==> config.mk <==
export PLATFORM = sky130hd
export DESIGN_NAME = utf8_pc_tracker
export DESIGN_NICKNAME = d
export VERILOG_FILES = /design/src/utf8_pc_pkg.sv /design/src/utf8_pc_tracker.sv
export SDC_FILE = /design/constraint.sdc
export NUM_CORES = 1
export LEC_CHECK = 0
export BUFFER_PORTS_ARGS = -buffer_cell sky130_fd_sc_hd__buf_2
export CAP_MARGIN = 40
export CORE_ASPECT_RATIO = 0.5
export CORE_MARGIN = 10
export CORE_UTILIZATION = 35
export DETAILED_ROUTE_END_ITERATION = 16
export PLACE_DENSITY = 0.58
export SYNTH_ARGS = -nofsm -noshare
export SYNTH_HDL_FRONTEND = slang
export SYNTH_SLANG_ARGS = --single-unit
==> constraint.sdc <==
create_clock -name clk -period 2.9 [get_ports clk]
set_input_delay 0 -clock clk [delete_from_list [all_inputs] [get_ports clk]]
set_output_delay 0 -clock clk [all_outputs]
set_load 0.02 [all_outputs]
==> src/utf8_pc_pkg.sv <==
// ----------------------------------------------------------------------------
// utf8_pc_pkg
// Types and constants shared by the UTF-8 payload checker.
// ----------------------------------------------------------------------------
package utf8_pc_pkg;

  localparam int CountWidth = 17;
  localparam int CapWidth   = 16;
  localparam int CpWidth    = 21;

  localparam logic CMD_BYTE = 1'b0;
  localparam logic CMD_END  = 1'b1;

  localparam logic [1:0] VERDICT_OK        = 2'd0;
  localparam logic [1:0] VERDICT_EMPTY     = 2'd1;
  localparam logic [1:0] VERDICT_TOO_LARGE = 2'd2;
  localparam logic [1:0] VERDICT_BAD_TYPE  = 2'd3;

  localparam logic [CapWidth-1:0] CAP_RESET = 16'd61440;

  localparam logic [CpWidth-1:0] CP_MAX       = 21'h10FFFF;
  localparam logic [CpWidth-1:0] SURR_LOW     = 21'h00D800;
  localparam logic [CpWidth-1:0] SURR_HIGH    = 21'h00DFFF;
  localparam logic [CpWidth-1:0] LOWEST_TWO   = 21'h000080;
  localparam logic [CpWidth-1:0] LOWEST_THREE = 21'h000800;
  localparam logic [CpWidth-1:0] LOWEST_FOUR  = 21'h010000;

  typedef struct packed {
    logic       command;
    logic [7:0] data_byte;
  } req_t;

  typedef struct packed {
    logic [1:0]            verdict;
    logic [CountWidth-1:0] byte_count;
  } rsp_t;

  typedef struct packed {
    logic [CountWidth-1:0] count;
    logic [1:0]            pending;
    logic [1:0]            seq_len;
    logic [CpWidth-1:0]    partial;
    logic                  malformed;
  } state_t;

  function automatic logic [CpWidth-1:0] lowest_value(input logic [1:0] seq_len);
    logic [CpWidth-1:0] v;
    unique case (seq_len)
      2'd1:    v = LOWEST_TWO;
      2'd2:    v = LOWEST_THREE;
      2'd3:    v = LOWEST_FOUR;
      default: v = '0;
    endcase
    return v;
  endfunction

endpackage

==> src/utf8_pc_tracker.sv <==
// ----------------------------------------------------------------------------
// utf8_pc_tracker
// Holds the per-payload decoding state and works out the verdict.
// ----------------------------------------------------------------------------
module utf8_pc_tracker
  import utf8_pc_pkg::*;
(
  input  logic                clk,
  input  logic                rst,
  input  logic                enable,
  input  req_t                item,
  input  logic [CapWidth-1:0] max_length,
  output rsp_t                result,
  output state_t              state
);

  state_t state_next;
  logic [CountWidth-1:0] cap_ext;
  logic [CpWidth-1:0]    cp;
  logic [7:0]            b;

  assign cap_ext = {1'b0, max_length};
  assign b       = item.data_byte;
  assign cp      = {state.partial[CpWidth-7:0], b[5:0]};

  always_comb begin
    state_next = state;
    if (item.command == CMD_END) begin
      state_next = '0;
    end else begin
      if (state.count <= cap_ext) begin
        state_next.count = state.count + 1'b1;
      end
      if (state.pending != 2'd0) begin
        if (b[7:6] != 2'b10) begin
          state_next.malformed = 1'b1;
          state_next.pending   = 2'd0;
        end else begin
          state_next.partial = cp;
          state_next.pending = state.pending - 1'b1;
          if (state.pending == 2'd1) begin
            if (cp < lowest_value(state.seq_len) || cp > CP_MAX ||
                (cp >= SURR_LOW && cp <= SURR_HIGH)) begin
              state_next.malformed = 1'b1;
            end
          end
        end
      end else begin
        priority if (b == 8'h00) begin
          state_next.malformed = 1'b1;
        end else if (b[7] == 1'b0) begin
          state_next.malformed = state.malformed;
        end else if (b[7:5] == 3'b110) begin
          state_next.seq_len = 2'd1;
          state_next.pending = 2'd1;
          state_next.partial = {16'd0, b[4:0]};
        end else if (b[7:4] == 4'b1110) begin
          state_next.seq_len = 2'd2;
          state_next.pending = 2'd2;
          state_next.partial = {17'd0, b[3:0]};
        end else if (b[7:3] == 5'b11110) begin
          state_next.seq_len = 2'd3;
          state_next.pending = 2'd3;
          state_next.partial = {18'd0, b[2:0]};
        end else begin
          state_next.malformed = 1'b1;
        end
      end
    end
  end

  always_comb begin
    result.byte_count = state.count;
    priority if (state.count > cap_ext) begin
      result.verdict = VERDICT_TOO_LARGE;
    end else if (state.count == '0) begin
      result.verdict = VERDICT_EMPTY;
    end else if (state.malformed || state.pending != 2'd0) begin
      result.verdict = VERDICT_BAD_TYPE;
    end else begin
      result.verdict = VERDICT_OK;
    end
  end

  always_ff @(posedge clk) begin
    if (rst) begin
      state <= '0;
    end else if (enable) begin
      state <= state_next;
    end
  end

endmodule

### Word-level counts from Yosys, hierarchy flattened

Index checks and enable logic that the tools add are counted.

| storage, ports and cells | value |
|---|---|
| word-level logic and storage cells | 76 |
| input port bits | 28 |
| bits in registers | 43 |
| output and inout bits | 62 |

| cells by class | value |
|---|---|
| add/subtract/negate cells | 2 |
| eq/ne operators | 17 |
| reductions and logical operators | 18 |
| magnitude comparators | 6 |
| multiplexer cells | 28 |

Operator list:

| operator | number |
|---|---|
| $mux 25 | 5 |
| $mux 21 | 5 |
| $pmux 17 s3 | 1 |
| $mux 43 | 1 |
| $mux 22 | 1 |
| $ge 21x16->1 const B | 1 |
| $gt 21x21->1 const B | 1 |
| $le 21x16->1 const B | 1 |
| $lt 21x21->1 | 1 |
| $add 17x1->17 const B | 1 |
| $gt 17x16->1 | 1 |
| $le 17x16->1 | 1 |
| $logic_not 17->1 | 1 |
| $mux 17 | 1 |
| $mux 2 | 6 |
| $ne 4x3->1 const B | 3 |
| $reduce_and 5->1 | 2 |
| $logic_not 8->1 | 1 |
| $mux 1 | 8 |
| $ne 4x4->1 const B | 2 |
| $reduce_bool 4->1 | 2 |
| $reduce_and 7->1 | 1 |
| $ne 2x2->1 const B | 3 |
| $reduce_bool 2->1 | 3 |
| 14 further kinds | 18 |

### Longest topological paths before layout

Gate-level depths: netlist of the first run.

| logic depth | value |
|---|---|
| depth in word-level cells | 14 |
| depth in mapped cells | 9 |
| mapped depth without buffers | 8 |

### Least setup slack after synthesis of the first run

OpenSTA, ideal clock, no wires.

| path | value |
|---|---|
| path kind | reg-to-reg |
| start | reg state (netlist bit result[2]) |
| end | reg state (netlist bit result[15]) |
| library setup time | 0.072 ns |
| data required time | 2.828 ns |
| clock period less this slack | 2.437 ns |
| slack | 0.463 ns |
| arrival | 2.365 ns |
| cell stages (with the launch flop) | 9 |
| path buffers | 1 |
| cells stage by stage | dfxtp_1 > ha_1 > a211o_1 > a211oi_1 > a211o_1 > a211oi_4 > buf_6 > or4_1 > a21oi_1 |

| on the way | value |
|---|---|
| longest elaborated chain between the ends | 3 |
| elaborated cells between the ends (all ways) | 6 |
| those cells by class | 1 x add/sub; 1 x order compare; 2 x mux; 2 x reduce/logical |

Ends and longest elaborated chain:

| element | RTL line | source |
|---|---|---|
| start, declared | utf8_pc_tracker.sv:14 | `output state_t state` |
| start signal, assigned | utf8_pc_tracker.sv:89 | `state <= state_next;` |
| $add 17x1->17 or $le 17x16->1 (tied branches) | utf8_pc_tracker.sv:32, utf8_pc_tracker.sv:31 |  |
| $mux 17 or $reduce_bool 2->1 (tied branches) | - |  |
| $mux 43 or $reduce_and 2->1 (tied branches) | - |  |

Parallel ways exist; a longest one is shown, timed or not. The select of a mux whose other input is x is not followed.
A chain may end at the register's enable or synchronous reset.

### Final worst setup path of the first run

| path | value |
|---|---|
| start | reg state (netlist bit result[7]) |
| end | reg state (netlist bit result[13]) |

Same word-level chain as after synthesis.

==> summary.txt, run 1 <==
Power and ir drop
  – Combinational power share: 11.6%
  – Internal cell power: 1070 uW
  – Power share of the clock group: 46.6%
  – Total net switching power: 383 uW
  – Leakage: 0.00158 uW
  – PD cells: 435 nW/um2
  – Sw Share: 26.3%
  – Peak supply drop: 0.226 mV
  – Sequential Power Share: 41.8%

Yosys
  – Avg Cell Area, Syn: 8.22 um2
  – Synth area leader: dfxtp_1
  – Synth Cell Area: 2720 um2
  – Yosys cell types: 48
  – Ys async rst share: 0%
  – Synth Warn #: 0
  – Post-synth top area share: 31.6%
  – Synth Register Bits: 43
  – Main synth FF type: dfxtp_1
  – Post-Synthesis Cells: 331
  – Syn Nets: 381
  – Seq/Total Area, Yosys: 31.6%
  – Number of synthesized flops with an enable pin: 0
  – Synth area leaders: dfxtp_1, ha_1, a21oi_1

Clock network
  – Clock tree buffer depth: 2
  – Clock root buffer: clkbuf_16
  – Clock tree from TritonCTS: done
  – Num CTS Buffers: 5
  – Post-CTS Hold Buffers: 0
  – Worst-path clk slew: 0.07 ns
  – H-tree levels: 2
  – Post-CTS sizing: 0
  – Post-CTS Setup Bufs: 0
  – Skew-Pair Late Insertion Delay: 0.29 ns
  – Clock Sinks: 43

Route
  – First-pass detailed-route iteration total: 4
  – Final ANT Viol Nets: 0
  – Drt wl/cell: 16.3 um
  – DR DRC count: 0
  – Total vias in the final route: 2670
  – Routed WL: 8.21 mm
  – Via density per instance: 5.31
  – Drt initial violations: 245

Worst setup path
  – Crit path DAT: 2.75 ns
  – Worst-path cell chain: ha_1, and3_1, a211oi_1, a211o_1, a211oi_4, buf_12, or4_1, a21oi_1
  – CP Class: register to register
  – Critical path launch point type: register
  – Required @ worst endpoint: 3.12 ns
  – Max FO, Critical Path: 17
  – Element type at the critical path end: register
  – Worst path max stage delay: 0.50 ns
  – Slowest CP cell: dfxtp_1

Finish
  – Fin util: 45.1%
  – Commonest cells after routing, fill and taps aside: buf_2, dfxtp_1, nor2_1, a21oi_1, inv_1
  – Post-layout nets: 456
  – Post-route design area: 3350 um2
  – # diodes: 0
  – Share of layout cells above drive strength 1: 29.2%
  – Area grow syn2layout: 23.2%
  – Filler instances: 760
  – Leading cell type in the layout, fill and taps excluded: buf_2

Global route
  – Largest net degree at the start of global routing: 29
  – Initial antenna violation count: 0
  – GRT Residual Overflow: 0
  – First-pass GRT wire length: 13.0 mm
  – All-layer global routing usage: 13.6%
  – Vias in the first global route: 2533

Timing
  – Actual slew at the worst max-slew pin: 0.623 ns
  – Max-slew headroom: 58.5%
  – Hold Fails Final Rpt: 0
  – Setup violators final: 0
  – Final worst path period share: 87.4%
  – RSZ-0062 raised after global routing: no
  – Fmax: 0.394 GHz
  – Worst Skew: 0.00289 ns
  – Setup TNS Final: 0 ns
  – Clock period minus worst slack: 2.54 ns
  – Max-slew violation count: 0

Floorplan
  – Initial Util: 36.6%
  – Die X: 145 um
  – Rows: 22
  – I/O pin count: 90
  – Core Area: 7430 um2
  – Die height: 82.3 um
  – DIE AREA: 11900 um2

Place
  – Final GP Congestion: 0.843
  – Port bufs: 89
  – Placed cell area: 3180 um2
  – Hpwl dp: 6.26 mm

Flow run
  – Max-cap violations: 0

Outcome
  – Outcome: complete, no violations

Hold path
  – Hold WC Path Type: primary input to register
layout make-up:
type / count / area [um2] / area share (%)
multi-input combinational: 232 / 1570 / 47.0
clock inverter: 3 / 47.5 / 1.42
timing repair buffer: 98 / 526 / 15.7
clock buffer: 5 / 125 / 3.73
inverter: 26 / 97.6 / 2.91
sequential: 43 / 861 / 25.7
tap: 96 / 120 / 3.58
worst max-delay path: cells and delay by family (launching register included):
family | cells | cell delay (ns)
simple gates | 2 | 0.71
compound gates | 4 | 0.73
fa+ha+maj | 1 | 0.32
flops | 1 | 0.50
buf+inv | 1 | 0.18
per-layer routing:
layer  track usage (%)  part of all wire, %  up-vias
met3              3.53                  5.6        5
met2              23.0                   48       61
met5                 0                    0        -
li1                  -                    -     1349
met4              4.51                  1.0        0
met1              16.9                   45     1255
logic make-up after synthesis:
group           synth area share (%)
compound gates                  23.9
buf+inv                         10.7
flops                           31.6
fa+ha+maj                       10.1
simple gates                    23.6
stage by stage:
step	cells	hold WS, ns	setup WS [ns]	power [uW]
2_1_floorplan	331	0.163	0.463	729
3_3_place_gp	494	0.369	0.452	787
3_5_place_dp	495	0.382	0.361	791
4_1_cts	503	0.0703	0.339	1470
5_1_grt	503	0.0896	0.185	1520
6_report	503	0.0841	0.365	1460
power groups by stage:
stage | logic [uW] | registers, uW | clock network (uW)
floorplan | 97.1 | 632 | 0
global placement | 166 | 622 | 0
detailed placement | 169 | 622 | 0
CTS | 170 | 609 | 693
global route | 189 | 611 | 724
finish | 169 | 609 | 679
registers in the layout (all words and copies together) (netlist names):
signal  flops
state      26
result     17
worst paths after layout:
check                                from    endpoint  slack, ns  cells past startpoint
worst min-delay path              item[5]    state[6]       0.08                      3
worst min register to register  state[16]   state[16]       0.50                      2
worst max-delay path            result[7]  result[13]       0.36                      8
worst max register to register  result[7]  result[13]       0.36                      8
synth_stat cells, types with 2 or more instances:
master and number:
nor2b_1 3, nor4b_1 2, a21o_1 5, o31ai_1 7, nor3_1 2, nor4_1 5
nand4b_1 2, o21ai_0 10, o21ai_1 7, nand3_1 11, o21a_1 3, or3_1 8
nand4_1 7, nand2_1 12, nand2b_1 2, a22oi_1 16, clkbuf_1 8, and4_1 3
or4_1 8, buf_4 17, and3_1 5, buf_2 2, a21oi_1 29, a211o_1 3
buf_6 2, ha_1 22, a31oi_1 2, inv_1 26, nor3b_1 5, a211oi_1 3
nor2_1 31, dfxtp_1 43, a21oi_2 5
Power figures use the tool's default switching activity.
==> run 2: changes to the inputs <==
- CORE_ASPECT_RATIO: 0.5 -> not set
==> summary.txt, run 2 (synthesis gave the netlist of run 1 again) <==
Worst setup path
  – Slowest CP cell: or4_1 (was dfxtp_1)
  – RR Startpoint: result[15] (was result[7])
  – CP Class: register to register (unchanged)
  – Element type at the critical path end: register (unchanged)
  – Max FO, Critical Path: 15 (was 17)
  – RR Endpoint: result[14] (was result[13])
  – Critical path buffers and inverters: 1 (unchanged)
  – Required @ worst endpoint: 3.12 ns (about the same)
  – Top Family by Delay on Critical Path: compound AO/OA/AOI/OAI gates (unchanged)
  – Critical path launch point type: register (unchanged)
  – Reg2Reg Depth: 8 (unchanged)
  – Worst path max stage delay: 0.51 ns (was 0.50 ns)
  – Crit path DAT: 2.76 ns (was 2.75 ns)
  – Worst-path cell chain: ha_1, nand4b_4, o21ai_0, a211oi_2, a211oi_4, buf_4, or4_1, a21oi_1 (was ha_1, and3_1, a211oi_1, a211o_1, a211oi_4, buf_12, or4_1, a21oi_1)
  – FF-to-FF setup slack: 0.35 ns (was 0.36 ns)

Place
  – Port bufs: 89 (unchanged)
  – Final GP Congestion: 0.837 (was 0.843)
  – Hpwl dp: 6.09 mm (was 6.26 mm)

Timing
  – Actual slew at the worst max-slew pin: 0.652 ns (was 0.623 ns)
  – Hold slack final: 0.0930 ns (was 0.0841 ns)
  – Fmax: 0.393 GHz (was 0.394 GHz)
  – Max-slew violation count: 0 (unchanged)
  – Setup violators final: 0 (unchanged)
  – Hold Fails Final Rpt: 0 (unchanged)
  – Max-slew headroom: 56.5% (was 58.5%)
  – Setup TNS Final: 0 ns (unchanged)
  – Clock period minus worst slack: 2.55 ns (was 2.54 ns)
  – RSZ-0062 raised after global routing: no (unchanged)
  – Worst Skew: 0.0193 ns (was 0.00289 ns)
  – Final worst path period share: 87.9% (was 87.4%)

Clock network
  – Post-CTS sizing: 0 (unchanged)
  – Skew-Pair Late Insertion Delay: 0.31 ns (was 0.29 ns)
  – Post-CTS Setup Bufs: 0 (unchanged)
  – Clock Sinks: 43 (unchanged)
  – Clock tree from TritonCTS: done (unchanged)
  – Worst-path clk slew: 0.10 ns (was 0.07 ns)
  – Clock root buffer: clkbuf_8 (was clkbuf_16)
  – Clock tree buffer depth: 2 (unchanged)
  – Post-CTS Hold Buffers: 0 (unchanged)
  – Num CTS Buffers: 5 (unchanged)
  – H-tree levels: 2 (unchanged)

Finish
  – Area grow syn2layout: 21.2% (was 23.2%)
  – Commonest cells after routing, fill and taps aside: buf_2, dfxtp_1, nor2_1, a21oi_1, inv_1 (unchanged)
  – Post-layout nets: 457 (was 456)
  – Register with the most flip-flops: state (unchanged)
  – Share of layout cells above drive strength 1: 29.4% (was 29.2%)
  – Leading cell type in the layout, fill and taps excluded: buf_2 (unchanged)
  – Largest register FFs: 26 (unchanged)
  – # diodes: 0 (unchanged)

Global route
  – GRT Residual Overflow: 0 (unchanged)
  – Largest net degree at the start of global routing: 29 (unchanged)
  – Vias in the first global route: 2624 (was 2533)
  – Initial antenna violation count: 0 (unchanged)
  – All-layer global routing usage: 13.3% (was 13.6%)
  – First-pass GRT wire length: 13.0 mm (about the same)

Flow run
  – Max-cap violations: 0 (unchanged)

Route
  – Routed WL: 7.93 mm (was 8.21 mm)
  – DR DRC count: 0 (unchanged)
  – Via density per instance: 5.29 (was 5.31)
  – First-pass detailed-route iteration total: 4 (unchanged)
  – Final ANT Viol Nets: 0 (unchanged)
  – Drt wl/cell: 15.5 um (was 16.3 um)
  – Total vias in the final route: 2696 (was 2670)
  – Drt initial violations: 134 (was 245)

Power and ir drop
  – Peak supply drop: 0.179 mV (was 0.226 mV)
  – Leakage: 0.00156 uW (was 0.00158 uW)
  – PD cells: 385 nW/um2 (was 435 nW/um2)

Floorplan
  – Die X: 108 um (was 145 um)
  – Initial Util: 35.6% (was 36.6%)
  – Rows: 32 (was 22)
  – DIE AREA: 11700 um2 (was 11900 um2)
  – Die height: 108 um (was 82.3 um)
  – Core Area: 7650 um2 (was 7430 um2)
  – I/O pin count: 90 (unchanged)

Outcome
  – Outcome: complete, no violations (unchanged)

Hold path
  – Worst hold stages: 3 (unchanged)
  – Hold WC Path Type: primary input to register (unchanged)
  – Hold EP: result[0] (was state[6])
  – Hold_sp: enable (was item[5])
==> run 2: layer usage <==
metal / vias to the layer above / wire length, um / GRT usage, % / part of all wire (%)
li1: 1354 / - / - / -
met1: 1250 / 3670 / 16.3 / 46
met2: 88 / 3520 / 22.0 / 44
met3: 4 / 658 / 4.05 / 8.3
met4: 0 / 74 / 3.91 / 0.93
met5: - / 0 / 0 / 0
==> run 2: where the power goes <==
group	internal, uW	switching (uW)
combinational	62.6	108
sequential	599	9.83
clock	260	231
total	921	348
==> run 2: layout make-up <==
type,instances,area [um2]
sequential,43,861
inverter,26,97.6
tap,102,128
clock inverter,3,46.3
timing repair buffer,99,520
clock buffer,5,68.8
multi-input combinational,232,1570
fill,787,4350
==> run 2: worst reg2reg max path, delay by kind of cell, from the launching register on <==
family                   cells  cell delay, ns
AND/OR/NAND/NOR              2            0.62
AO/OA/AOI/OAI                4            0.82
adder cells (fa/ha/maj)      1            0.34
flip-flops                   1            0.48
buffers and inverters        1            0.20
==> run 2: worst max path at each step <==
stage          startpoint          to  depth (start not counted)
5_1_grt        result[15]  result[11]                          8
4_1_cts        result[15]  result[17]                          7
3_3_place_gp   result[15]  result[14]                          8
6_report       result[15]  result[14]                          8
3_5_place_dp   result[15]  result[14]                          8
2_1_floorplan   result[2]  result[15]                          8
==> run 2: per-stage QoR <==
step | setup slack (ns) | instances | power, uW | area (um2) | util [%]
finish | 0.352 | 510 | 1270 | 3300 | 43.1
global route | 0.170 | 510 | 1320 | 3300 | 43.1
CTS | 0.365 | 510 | 1280 | 3300 | 43.1
detailed placement | 0.408 | 502 | 793 | 3180 | 41.6
global placement | 0.476 | 501 | 790 | 3170 | 41.5
floorplan | 0.463 | 331 | 729 | 2720 | -
